==> src/hdl/srlc_pkg.sv <==
// Package for the selective repeat link controller: codes, field widths, window constants.
// Used by the interfaces and all modules; depends on nothing.
package srlc_pkg;
  localparam int MaxSequence = 31;
  localparam int PacketBytes = 256;
  localparam int SeqW = 5;
  localparam int SlotW = 4;
  localparam int LenW = 9;
  localparam logic [SeqW-1:0] Win = 5'd16;

  localparam logic [2:0] OP_PACKET = 3'd0;
  localparam logic [2:0] OP_PHYS = 3'd1;
  localparam logic [2:0] OP_FRAME = 3'd2;
  localparam logic [2:0] OP_DTMO = 3'd3;
  localparam logic [2:0] OP_ATMO = 3'd4;

  localparam logic [2:0] ACT_SEND = 3'd0;
  localparam logic [2:0] ACT_DELIVER = 3'd1;
  localparam logic [2:0] ACT_STOP = 3'd2;
  localparam logic [2:0] ACT_START_ACK = 3'd3;
  localparam logic [2:0] ACT_STATUS = 3'd4;

  localparam logic [1:0] KIND_DATA = 2'd0;
  localparam logic [1:0] KIND_ACK = 2'd1;
  localparam logic [1:0] KIND_NAK = 2'd2;

  typedef struct packed {
    logic [2:0] operation;
    logic frame_good;
    logic [1:0] frame_kind;
    logic [SeqW-1:0] frame_seq;
    logic [SeqW-1:0] cum_ack;
    logic [LenW-1:0] frame_length;
    logic [SlotW-1:0] timer_slot;
  } evt_t;

  typedef struct packed {
    logic [2:0] action;
    logic [1:0] send_kind;
    logic [SeqW-1:0] send_seq;
    logic [SeqW-1:0] send_ack;
    logic [SlotW-1:0] buffer_slot;
    logic [LenW-1:0] deliver_length;
    logic network_enable;
    logic last;
  } res_t;

  // command from front to back: op class and pre-computed operands
  typedef struct packed {
    evt_t evt;
    logic [LenW-1:0] dlen;
  } cmd_t;

  typedef enum logic [2:0] {
    ST_IDLE, ST_FIRST, ST_DELIV, ST_NAKSEND, ST_STOPW, ST_STATUS
  } bst_t;

  function automatic logic in_win(logic [SeqW-1:0] lo, logic [SeqW-1:0] x,
                                  logic [SeqW-1:0] hi);
    return (lo <= x && x < hi) || (hi < lo && x >= lo) || (hi < lo && x < hi);
  endfunction
endpackage

==> src/hdl/srlc_if.sv <==
// Valid/ready channel interfaces for events and results.
// Depends on srlc_pkg.
interface srlc_evt_if (input logic clk);
  logic valid;
  logic ready;
  srlc_pkg::evt_t data;
  modport source (output valid, output data, input ready);
  modport sink (input valid, input data, output ready);
endinterface

interface srlc_res_if (input logic clk);
  logic valid;
  logic ready;
  srlc_pkg::res_t data;
  modport source (output valid, output data, input ready);
  modport sink (input valid, input data, output ready);
endinterface

==> src/hdl/srlc_front.sv <==
// Front part: accepts events, clamps delivery length, queues commands (2 deep).
// Depends on srlc_pkg.
module srlc_front (
  input  logic clk,
  input  logic rst_n,
  input  logic in_valid,
  output logic in_ready,
  input  srlc_pkg::evt_t in_data,
  output logic cmd_valid,
  input  logic cmd_take,
  output srlc_pkg::cmd_t cmd_data
);
  srlc_pkg::cmd_t q_r [2];
  logic [1:0] cnt_r, cnt_nxt;
  logic wr_r, rd_r;
  logic [srlc_pkg::LenW-1:0] len;
  srlc_pkg::cmd_t cin;
  logic push, pop;

  always_comb begin
    if (in_data.frame_length > 9'd263) len = 9'(srlc_pkg::PacketBytes);
    else if (in_data.frame_length > 9'd7) len = in_data.frame_length - 9'd7;
    else len = '0;
    cin.evt = in_data;
    cin.dlen = len;
  end

  assign in_ready = cnt_r != 2'd2;
  assign push = in_valid && in_ready;
  assign pop = cmd_take && cmd_valid;
  assign cmd_valid = cnt_r != 2'd0;
  assign cmd_data = q_r[rd_r];
  assign cnt_nxt = cnt_r + 2'(push) - 2'(pop);

  always_ff @(posedge clk) begin
    if (!rst_n) begin
      cnt_r <= '0; wr_r <= 1'b0; rd_r <= 1'b0;
    end else begin
      cnt_r <= cnt_nxt;
      if (push) wr_r <= ~wr_r;
      if (pop) rd_r <= ~rd_r;
    end
    if (push) q_r[wr_r] <= cin;
  end
endmodule

==> src/hdl/srlc_back.sv <==
// Back part: window state and action sequencer; results go into an output register.
// Depends on srlc_pkg.
module srlc_back (
  input  logic clk,
  input  logic rst_n,
  input  logic cmd_valid,
  output logic cmd_take,
  input  srlc_pkg::cmd_t cmd_data,
  output logic out_valid,
  input  logic out_ready,
  output srlc_pkg::res_t out_data
);
  localparam logic [srlc_pkg::SeqW-1:0] One = 5'd1;
  srlc_pkg::bst_t st_r, st_nxt;
  srlc_pkg::cmd_t c_r, c_nxt;
  logic [4:0] swl_r, swl_nxt, swn_r, swn_nxt, rwl_r, rwl_nxt, rwh_r, rwh_nxt;
  logic [4:0] oc_r, oc_nxt;
  logic [15:0] arr_r, arr_nxt;
  logic nak_r, nak_nxt, phy_r, phy_nxt;
  logic [4:0] steps_r, steps_nxt;
  logic ov_r, ov_nxt;
  srlc_pkg::res_t od_r, od_nxt;
  logic can_emit;
  srlc_pkg::res_t r;
  logic [4:0] tseq;

  assign out_valid = ov_r;
  assign out_data = od_r;
  assign can_emit = !ov_r || out_ready;

  always_comb begin
    st_nxt = st_r; c_nxt = c_r; swl_nxt = swl_r; swn_nxt = swn_r;
    rwl_nxt = rwl_r; rwh_nxt = rwh_r; oc_nxt = oc_r; arr_nxt = arr_r;
    nak_nxt = nak_r; phy_nxt = phy_r; steps_nxt = steps_r;
    ov_nxt = ov_r && !out_ready; od_nxt = od_r;
    cmd_take = 1'b0;
    r = '0;
    tseq = {1'b0, c_r.evt.timer_slot};
    if (!srlc_pkg::in_win(swl_r, tseq, swn_r)) tseq = tseq + srlc_pkg::Win;
    case (st_r)
      srlc_pkg::ST_IDLE: begin
        if (cmd_valid) begin
          cmd_take = 1'b1; c_nxt = cmd_data; st_nxt = srlc_pkg::ST_FIRST;
        end
      end
      srlc_pkg::ST_FIRST: if (can_emit) begin
        st_nxt = srlc_pkg::ST_STATUS;
        r.action = srlc_pkg::ACT_SEND;
        r.send_ack = rwl_r - One;
        case (c_r.evt.operation)
          srlc_pkg::OP_PACKET: if (oc_r < srlc_pkg::Win && phy_r) begin
            oc_nxt = oc_r + One;
            r.send_seq = swn_r; r.buffer_slot = swn_r[3:0];
            swn_nxt = swn_r + One; phy_nxt = 1'b0;
            ov_nxt = 1'b1; od_nxt = r;
          end
          srlc_pkg::OP_PHYS: phy_nxt = 1'b1;
          srlc_pkg::OP_DTMO: begin
            r.send_seq = tseq; r.buffer_slot = tseq[3:0];
            phy_nxt = 1'b0; ov_nxt = 1'b1; od_nxt = r;
          end
          srlc_pkg::OP_ATMO: begin
            r.send_kind = srlc_pkg::KIND_ACK;
            phy_nxt = 1'b0; ov_nxt = 1'b1; od_nxt = r;
          end
          srlc_pkg::OP_FRAME: begin
            steps_nxt = '0;
            if (!c_r.evt.frame_good) begin
              if (nak_r) begin
                r.send_kind = srlc_pkg::KIND_NAK; nak_nxt = 1'b0;
                phy_nxt = 1'b0; ov_nxt = 1'b1; od_nxt = r;
              end
            end else if (c_r.evt.frame_kind == srlc_pkg::KIND_DATA) begin
              if (c_r.evt.frame_seq != rwl_r && nak_r) begin
                r.send_kind = srlc_pkg::KIND_NAK; nak_nxt = 1'b0; phy_nxt = 1'b0;
              end else begin
                r = '0; r.action = srlc_pkg::ACT_START_ACK;
              end
              ov_nxt = 1'b1; od_nxt = r;
              st_nxt = srlc_pkg::ST_STOPW;
              if (srlc_pkg::in_win(rwl_r, c_r.evt.frame_seq, rwh_r) &&
                  !arr_r[c_r.evt.frame_seq[3:0]]) begin
                arr_nxt[c_r.evt.frame_seq[3:0]] = 1'b1;
                st_nxt = srlc_pkg::ST_DELIV;
              end
            end else if (c_r.evt.frame_kind == srlc_pkg::KIND_NAK) begin
              st_nxt = srlc_pkg::ST_NAKSEND;
            end else st_nxt = srlc_pkg::ST_STOPW;
          end
          default: ;
        endcase
      end
      srlc_pkg::ST_DELIV: begin
        if (steps_r == srlc_pkg::Win || !arr_r[rwl_r[3:0]]) begin
          st_nxt = srlc_pkg::ST_STOPW; steps_nxt = '0;
        end else if (can_emit) begin
          r.action = srlc_pkg::ACT_DELIVER; r.buffer_slot = rwl_r[3:0];
          r.deliver_length = c_r.dlen;
          ov_nxt = 1'b1; od_nxt = r;
          nak_nxt = 1'b1; arr_nxt[rwl_r[3:0]] = 1'b0;
          rwl_nxt = rwl_r + One; rwh_nxt = rwh_r + One;
          steps_nxt = steps_r + One;
        end
      end
      srlc_pkg::ST_NAKSEND: if (can_emit) begin
        st_nxt = srlc_pkg::ST_STOPW;
        if (srlc_pkg::in_win(swl_r, c_r.evt.cum_ack + One, swn_r)) begin
          r.action = srlc_pkg::ACT_SEND; r.send_seq = c_r.evt.cum_ack + One;
          r.send_ack = rwl_r - One; r.buffer_slot = r.send_seq[3:0];
          phy_nxt = 1'b0; ov_nxt = 1'b1; od_nxt = r;
        end
      end
      srlc_pkg::ST_STOPW: begin
        if (steps_r == srlc_pkg::Win ||
            !srlc_pkg::in_win(swl_r, c_r.evt.cum_ack, swn_r)) begin
          st_nxt = srlc_pkg::ST_STATUS;
        end else if (can_emit) begin
          if (oc_r != '0) oc_nxt = oc_r - One;
          r.action = srlc_pkg::ACT_STOP; r.buffer_slot = swl_r[3:0];
          ov_nxt = 1'b1; od_nxt = r;
          swl_nxt = swl_r + One; steps_nxt = steps_r + One;
        end
      end
      srlc_pkg::ST_STATUS: if (can_emit) begin
        r.action = srlc_pkg::ACT_STATUS; r.last = 1'b1;
        r.network_enable = oc_r < srlc_pkg::Win && phy_r;
        ov_nxt = 1'b1; od_nxt = r; st_nxt = srlc_pkg::ST_IDLE;
      end
      default: st_nxt = srlc_pkg::ST_IDLE;
    endcase
  end

  always_ff @(posedge clk) begin
    if (!rst_n) begin
      st_r <= srlc_pkg::ST_IDLE; swl_r <= '0; swn_r <= '0; rwl_r <= '0;
      rwh_r <= srlc_pkg::Win; oc_r <= '0; arr_r <= '0; nak_r <= 1'b1;
      phy_r <= 1'b0; steps_r <= '0; ov_r <= 1'b0;
    end else begin
      st_r <= st_nxt; swl_r <= swl_nxt; swn_r <= swn_nxt; rwl_r <= rwl_nxt;
      rwh_r <= rwh_nxt; oc_r <= oc_nxt; arr_r <= arr_nxt; nak_r <= nak_nxt;
      phy_r <= phy_nxt; steps_r <= steps_nxt; ov_r <= ov_nxt;
    end
    c_r <= c_nxt; od_r <= od_nxt;
  end
endmodule

==> src/hdl/selective_repeat_link_control.sv <==
// Top level of the selective repeat link controller.
// Depends on srlc_pkg, srlc_if, srlc_front, srlc_back.
//
// Usage: one link event per transfer on the in_ channel (packet ready,
// physical ready, frame received, data timeout, ack timeout). Each event
// yields a run of action items on the out_ channel, closed by a status item
// with last set and the network-enable bit.
// An event is taken from the two-entry queue into the sequencer's command
// register once the sequencer is idle; its first action is then registered
// in the output register and offered from there.
// An event is first taken, then makes its first step, one further step per
// action and one at each walk exit. The longest event is a frame that
// delivers 16 slots and acks 16 (34 actions); the delivery and ack walks
// of the back sequencer set it. A new event waits until the last is done.
// The front queue keeps accepting events while the back is busy until full.
// Reset (synchronous, rst_n low) clears windows, counts, arrival marks and
// the queue. When the receiver stalls, the output register holds its item
// and the sequencer waits; no item is lost or repeated.
module selective_repeat_link_control (
  input logic clk,
  input logic rst_n,
  srlc_evt_if.sink in_ch,
  srlc_res_if.source out_ch
);
  logic cmd_valid, cmd_take;
  srlc_pkg::cmd_t cmd_data;

  srlc_front u_front (
    .clk(clk), .rst_n(rst_n), .in_valid(in_ch.valid), .in_ready(in_ch.ready),
    .in_data(in_ch.data), .cmd_valid(cmd_valid), .cmd_take(cmd_take),
    .cmd_data(cmd_data)
  );

  srlc_back u_back (
    .clk(clk), .rst_n(rst_n), .cmd_valid(cmd_valid), .cmd_take(cmd_take),
    .cmd_data(cmd_data), .out_valid(out_ch.valid), .out_ready(out_ch.ready),
    .out_data(out_ch.data)
  );
endmodule

==> src/flat_wrapper.sv <==
// flat-port wrapper written by rule: the top's interface ports become plain ports
module selective_repeat_link_control_flat 
  (clk, rst_n, in_ch_valid, in_ch_data, in_ch_ready, out_ch_valid, out_ch_data, out_ch_ready);
  srlc_evt_if in_ch_i (.clk(clk));
  srlc_res_if out_ch_i (.clk(clk));
  input logic clk;
  input logic rst_n;
  input wire logic [$bits(in_ch_i.valid)-1:0] in_ch_valid;
  input wire logic [$bits(in_ch_i.data)-1:0] in_ch_data;
  output wire logic [$bits(in_ch_i.ready)-1:0] in_ch_ready;
  output wire logic [$bits(out_ch_i.valid)-1:0] out_ch_valid;
  output wire logic [$bits(out_ch_i.data)-1:0] out_ch_data;
  input wire logic [$bits(out_ch_i.ready)-1:0] out_ch_ready;
  assign in_ch_i.valid = in_ch_valid;
  assign in_ch_i.data = in_ch_data;
  assign in_ch_ready = in_ch_i.ready;
  assign out_ch_valid = out_ch_i.valid;
  assign out_ch_data = out_ch_i.data;
  assign out_ch_i.ready = out_ch_ready;
  selective_repeat_link_control u_core (.clk(clk), .rst_n(rst_n), .in_ch(in_ch_i), .out_ch(out_ch_i));
endmodule
==> config.mk <==
export PLATFORM = sky130hd
export DESIGN_NAME = selective_repeat_link_control_flat
export DESIGN_NICKNAME = d
export VERILOG_FILES = /design/src/hdl/srlc_pkg.sv /design/src/hdl/srlc_if.sv /design/src/hdl/srlc_front.sv /design/src/hdl/srlc_back.sv /design/src/hdl/selective_repeat_link_control.sv /design/src/flat_wrapper.sv
export SDC_FILE = /design/constraint.sdc
export NUM_CORES = 1
export LEC_CHECK = 0
export BUFFER_PORTS_ARGS = -buffer_cell sky130_fd_sc_hd__buf_2
export CAP_MARGIN = 20
export CORE_MARGIN = 10
export CORE_UTILIZATION = 50
export DETAILED_ROUTE_END_ITERATION = 16
export GPL_ROUTABILITY_DRIVEN = 0
export HOLD_SLACK_MARGIN = 0.05
export PLACE_DENSITY_LB_ADDON = 0.2
export SETUP_SLACK_MARGIN = 0.5
export SYNTH_ARGS = -nofsm -noshare
export SYNTH_HDL_FRONTEND = slang
export SYNTH_SLANG_ARGS = --single-unit
export TNS_END_PERCENT = 100
==> constraint.sdc <==
create_clock -name clk -period 5.1 [get_ports clk]
set_input_delay 0.255 -clock clk [delete_from_list [all_inputs] [get_ports clk]]
set_output_delay 0.255 -clock clk [all_outputs]
set_load 0.01 [all_outputs]
==> metrics.txt <==
# TYPE chip_impl_metric gauge
chip_impl_info{name="result_of_the_run",value="complete, no violations"} 1
chip_impl_metric{name="area_delta_synth_final",unit="%"} 14.5
chip_impl_metric{name="grt.total_usage",unit=""} 0.168
chip_impl_metric{name="placed_instance_count",unit=""} 1043
chip_impl_metric{name="grt_first_pass_wirelength",unit="mm"} 32.9
chip_impl_info{name="cpMostUsedCell",value="ha_1"} 1
chip_impl_metric{name="post_route_cells_drive_above_1_share",unit=""} 0.176
chip_impl_metric{name="core.rowCount",unit=""} 48
chip_impl_info{name="layout_commonest_cell",value="edfxtp_1"} 1
chip_impl_metric{name="synth.cell_area",unit="um2"} 8980
chip_impl_metric{name="synthesized_netlist_net_count",unit=""} 877
chip_impl_metric{name="synth_warnings",unit=""} 0
chip_impl_metric{name="avgRoutedWirePerCell",unit="um"} 18.6
chip_impl_metric{name="fin_util",unit=""} 0.588
chip_impl_metric{name="final.fill_count",unit=""} 1399
chip_impl_metric{name="cellPowerDensity",unit="nW/um2"} 462
chip_impl_info{name="cts_root_buffer",value="clkbuf_16"} 1
chip_impl_metric{name="synth.yosys.seq_area_share",unit=""} 0.513
chip_impl_metric{name="postSynth.asyncResetShare",unit=""} 0
chip_impl_metric{name="die_w",unit="um"} 154
chip_impl_metric{name="max_slew.worst_pin.slew",unit="ns"} 1.01
chip_impl_metric{name="core_region_area",unit="um2"} 17500
chip_impl_info{name="worstSetupEndpointType",value="flip-flop"} 1
chip_impl_metric{name="grt.overflow.total",unit=""} 0
chip_impl_metric{name="route.vias.total",unit=""} 6387
chip_impl_metric{name="postSynthCellCount",unit=""} 783
chip_impl_info{name="synth-main-ff-cell",value="edfxtp_1"} 1
chip_impl_info{name="worst_hold_start",value="in_ch_data[4]"} 1
chip_impl_metric{name="buffer_ports.inserted",unit=""} 64
chip_impl_metric{name="clkLatencyLatePin",unit="ns"} 0.43
chip_impl_metric{name="yosysUniqueCellTypes",unit=""} 71
chip_impl_metric{name="max-clock-path-buffers",unit=""} 2
chip_impl_metric{name="grt_pass1_vias",unit=""} 6438
chip_impl_info{name="synthDominantAreaCellType",value="edfxtp_1"} 1
chip_impl_metric{name="worstPathBufferInverterCount",unit=""} 0
chip_impl_metric{name="timing_hold_violations_final",unit=""} 0
chip_impl_metric{name="fin_setup_tns",unit="ns"} 0
chip_impl_metric{name="wire_length_after_detailed_routing",unit="mm"} 20.4
chip_impl_metric{name="peak_ir_drop_on_the_vdd_network",unit="V"} 0.000337
chip_impl_info{name="path_delay_family",value="compound AO/OA/AOI/OAI gates"} 1
chip_impl_metric{name="period_needed",unit="ns"} 3.58
chip_impl_metric{name="tritoncts.num_buffers",unit=""} 17
chip_impl_metric{name="cts_max_level",unit=""} 4
chip_impl_metric{name="relative_slew_slack",unit=""} 0.326
chip_impl_metric{name="dieHeight",unit="um"} 154
chip_impl_metric{name="cts.clk_slew.worst_paths",unit="ns"} 0.07
chip_impl_info{name="rsz0062_at_grt",value="no"} 1
chip_impl_info{name="tritoncts",value="done"} 1
chip_impl_metric{name="antennaDiodeCount",unit=""} 0
chip_impl_metric{name="floorplan.die_area",unit="um2"} 23700
chip_impl_info{name="worstPathCellList",value="ha_1, xor2_1, ha_1, a21oi_1, o21ai_0, a31oi_1, maj3_1, o221ai_1, a21oi_4"} 1
chip_impl_metric{name="yosys.area.top_type_share",unit=""} 0.388
chip_impl_metric{name="layout_worst_path_cycle_share",unit=""} 0.702
chip_impl_info{name="critPathKind",value="reg2reg"} 1
chip_impl_metric{name="initial_antenna_violation_count",unit=""} 0
chip_impl_info{name="worst_setup_path_start_kind",value="flip-flop"} 1
chip_impl_metric{name="leakagePower",unit="nW"} 3.87
chip_impl_metric{name="clock_skew",unit="ns"} 0.0109
chip_impl_metric{name="starting_density_of_the_core",unit=""} 0.514
chip_impl_info{name="hold_path_class",value="in2reg"} 1
chip_impl_metric{name="timing.final.max_slew_violations",unit=""} 0
chip_impl_metric{name="drt_pre_antenna_iters",unit=""} 5
chip_impl_info{name="ys_top_cells_by_area",value="edfxtp_1 (39%), dfxtp_1 (12%), ha_1 (8.4%)"} 1
chip_impl_metric{name="timing.critical_path.slowest_cell_delay",unit="ns"} 0.78
chip_impl_info{name="layout_common_cells",value="edfxtp_1 (116), buf_2 (64), ha_1 (60)"} 1
chip_impl_info{name="worstSetupStartpoint",value="u_core.u_back.c_r[22]$_DFFE_PP_"} 1
chip_impl_metric{name="critPathArrivalTime",unit="ns"} 3.63
chip_impl_metric{name="setup_violations",unit=""} 0
chip_impl_metric{name="drt_iter0_drc",unit=""} 583
chip_impl_metric{name="cts.sink_count",unit=""} 172
chip_impl_metric{name="post_synthesis_sequential_element_count",unit=""} 172
chip_impl_metric{name="grt_start_max_net_pins",unit=""} 59
chip_impl_metric{name="remaining_drc_errors",unit=""} 0
chip_impl_metric{name="final-instance-count-excl-fill",unit=""} 1095
chip_impl_metric{name="max_freq",unit="MHz"} 279
chip_impl_metric{name="route.detailed.vias_per_inst",unit=""} 5.83
chip_impl_metric{name="crit_path_max_fanout",unit=""} 29
chip_impl_metric{name="fin_nets",unit=""} 951
chip_impl_metric{name="worstPathRequired",unit="ns"} 5.15
chip_impl_metric{name="synth_enable_flop_cells",unit=""} 116
chip_impl_metric{name="fin_hold_ws",unit="ns"} 0.156
chip_impl_metric{name="fin_total_pwr",unit="mW"} 4.75
chip_impl_metric{name="post-dp-hpwl",unit="mm"} 14.2
chip_impl_info{name="critical_r2r_launch",value="u_core.u_back.c_r[22]$_DFFE_PP_"} 1
chip_impl_metric{name="cap_viol_max_count",unit=""} 0
chip_impl_metric{name="postSynthAreaPerCell",unit="um2"} 11.5
chip_impl_metric{name="pin_count",unit=""} 65
chip_impl_info{name="critical_path.slowest_cell",value="a21oi_4"} 1
chip_impl_metric{name="ant_nets",unit=""} 0
==> report_power, final <==
| group | total, mW | internal (mW) | leakage [nW] | switching, mW |
|---|---|---|---|---|
| Sequential | 2.08 | 1.85 | 1.54 | 0.232 |
| Combinational | 1.39 | 0.564 | 2.05 | 0.822 |
| Clock | 1.28 | 0.695 | 0.281 | 0.588 |
==> metrics by stage <==
stage / cell area, um2 / worst slack (ns)
2_1_floorplan: 8990 / 1.32
3_3_place_gp: 9500 / 1.66
3_5_place_dp: 9500 / 1.56
4_1_cts: 10300 / 1.53
5_1_grt: 10300 / 1.27
6_report: 10300 / 1.52
==> Yosys cell counts (20+ instances only) <==
library cell / n
edfxtp_1: 116
xnor2_1: 29
nor2_1: 38
o21ai_0: 24
mux2_2: 30
clkbuf_1: 27
nand2_1: 56
ha_1: 60
inv_1: 36
a21oi_1: 34
dfxtp_1: 56
nand3_1: 20
and2_1: 23
==> worst paths after layout <==
path,slack [ns],depth (start not counted),to
max,1.52,9,u_core.u_back.out_data[17]$_DFFE_PP_
min,0.16,2,u_core.u_front.q_r[0][0]$_DFFE_PP_
max reg2reg,1.52,9,u_core.u_back.out_data[17]$_DFFE_PP_
min reg2reg,0.49,2,u_core.u_back.oc_r[3]$_SDFFE_PN0P_
==> sequential cells by signal (all words and copies together), names as in the netlist <==
signal / count
u_core.u_front.q_r: 58
u_core.u_back.c_r: 29
u_core.u_back.out_data: 29
u_core.u_back.arr_r: 16
u_core.u_back.oc_r: 5
u_core.u_back.rwh_r: 5
u_core.u_back.rwl_r: 5
u_core.u_back.steps_r: 5
u_core.u_back.swl_r: 5
u_core.u_back.swn_r: 5
u_core.u_back.st_r: 3
u_core.u_front.cnt_r: 2
u_core.u_back.nak_r: 1
u_core.u_back.out_valid: 1
u_core.u_back.phy_r: 1
u_core.u_front.rd_r: 1
u_core.u_front.wr_r: 1
==> cells by family (layout without fill, tap and decap cells) <==
kind of cell | Yosys count | count (layout) | synth area share
AOI/OAI and AO/OA | 165 | 165 | 0.127
xor gates and xnor gates | 34 | 34 | 0.0332
adders and majority gates | 64 | 64 | 0.0893
buffers and inverters | 73 | 160 | 0.0329
DFF | 172 | 172 | 0.513
muxes | 48 | 48 | 0.0688
and+or+nand+nor | 227 | 227 | 0.136
==> layer usage <==
metal,track usage,part of all wire
met4,0.0544,0.018
met2,0.270,0.47
met5,0,0
met3,0.0430,0.067
met1,0.216,0.45
==> cell type report <==
type / instances / area (um2) / area share
clock inverter: 14 / 153 / 0.0148
clock buffer: 18 / 429 / 0.0417
tap: 225 / 282 / 0.0274
sequential: 172 / 4600 / 0.448
multi-input combinational: 538 / 4110 / 0.400
inverter: 39 / 146 / 0.0142
timing repair buffer: 89 / 558 / 0.0543
==> repair_timing <==
action | CTS | global route
hold buffers | 20 | 0
gates resized for setup | 0 | 0
hold endpoints to repair | 40 | 0
buffers inserted | 0 | 0
Power figures use the tool's default switching activity.
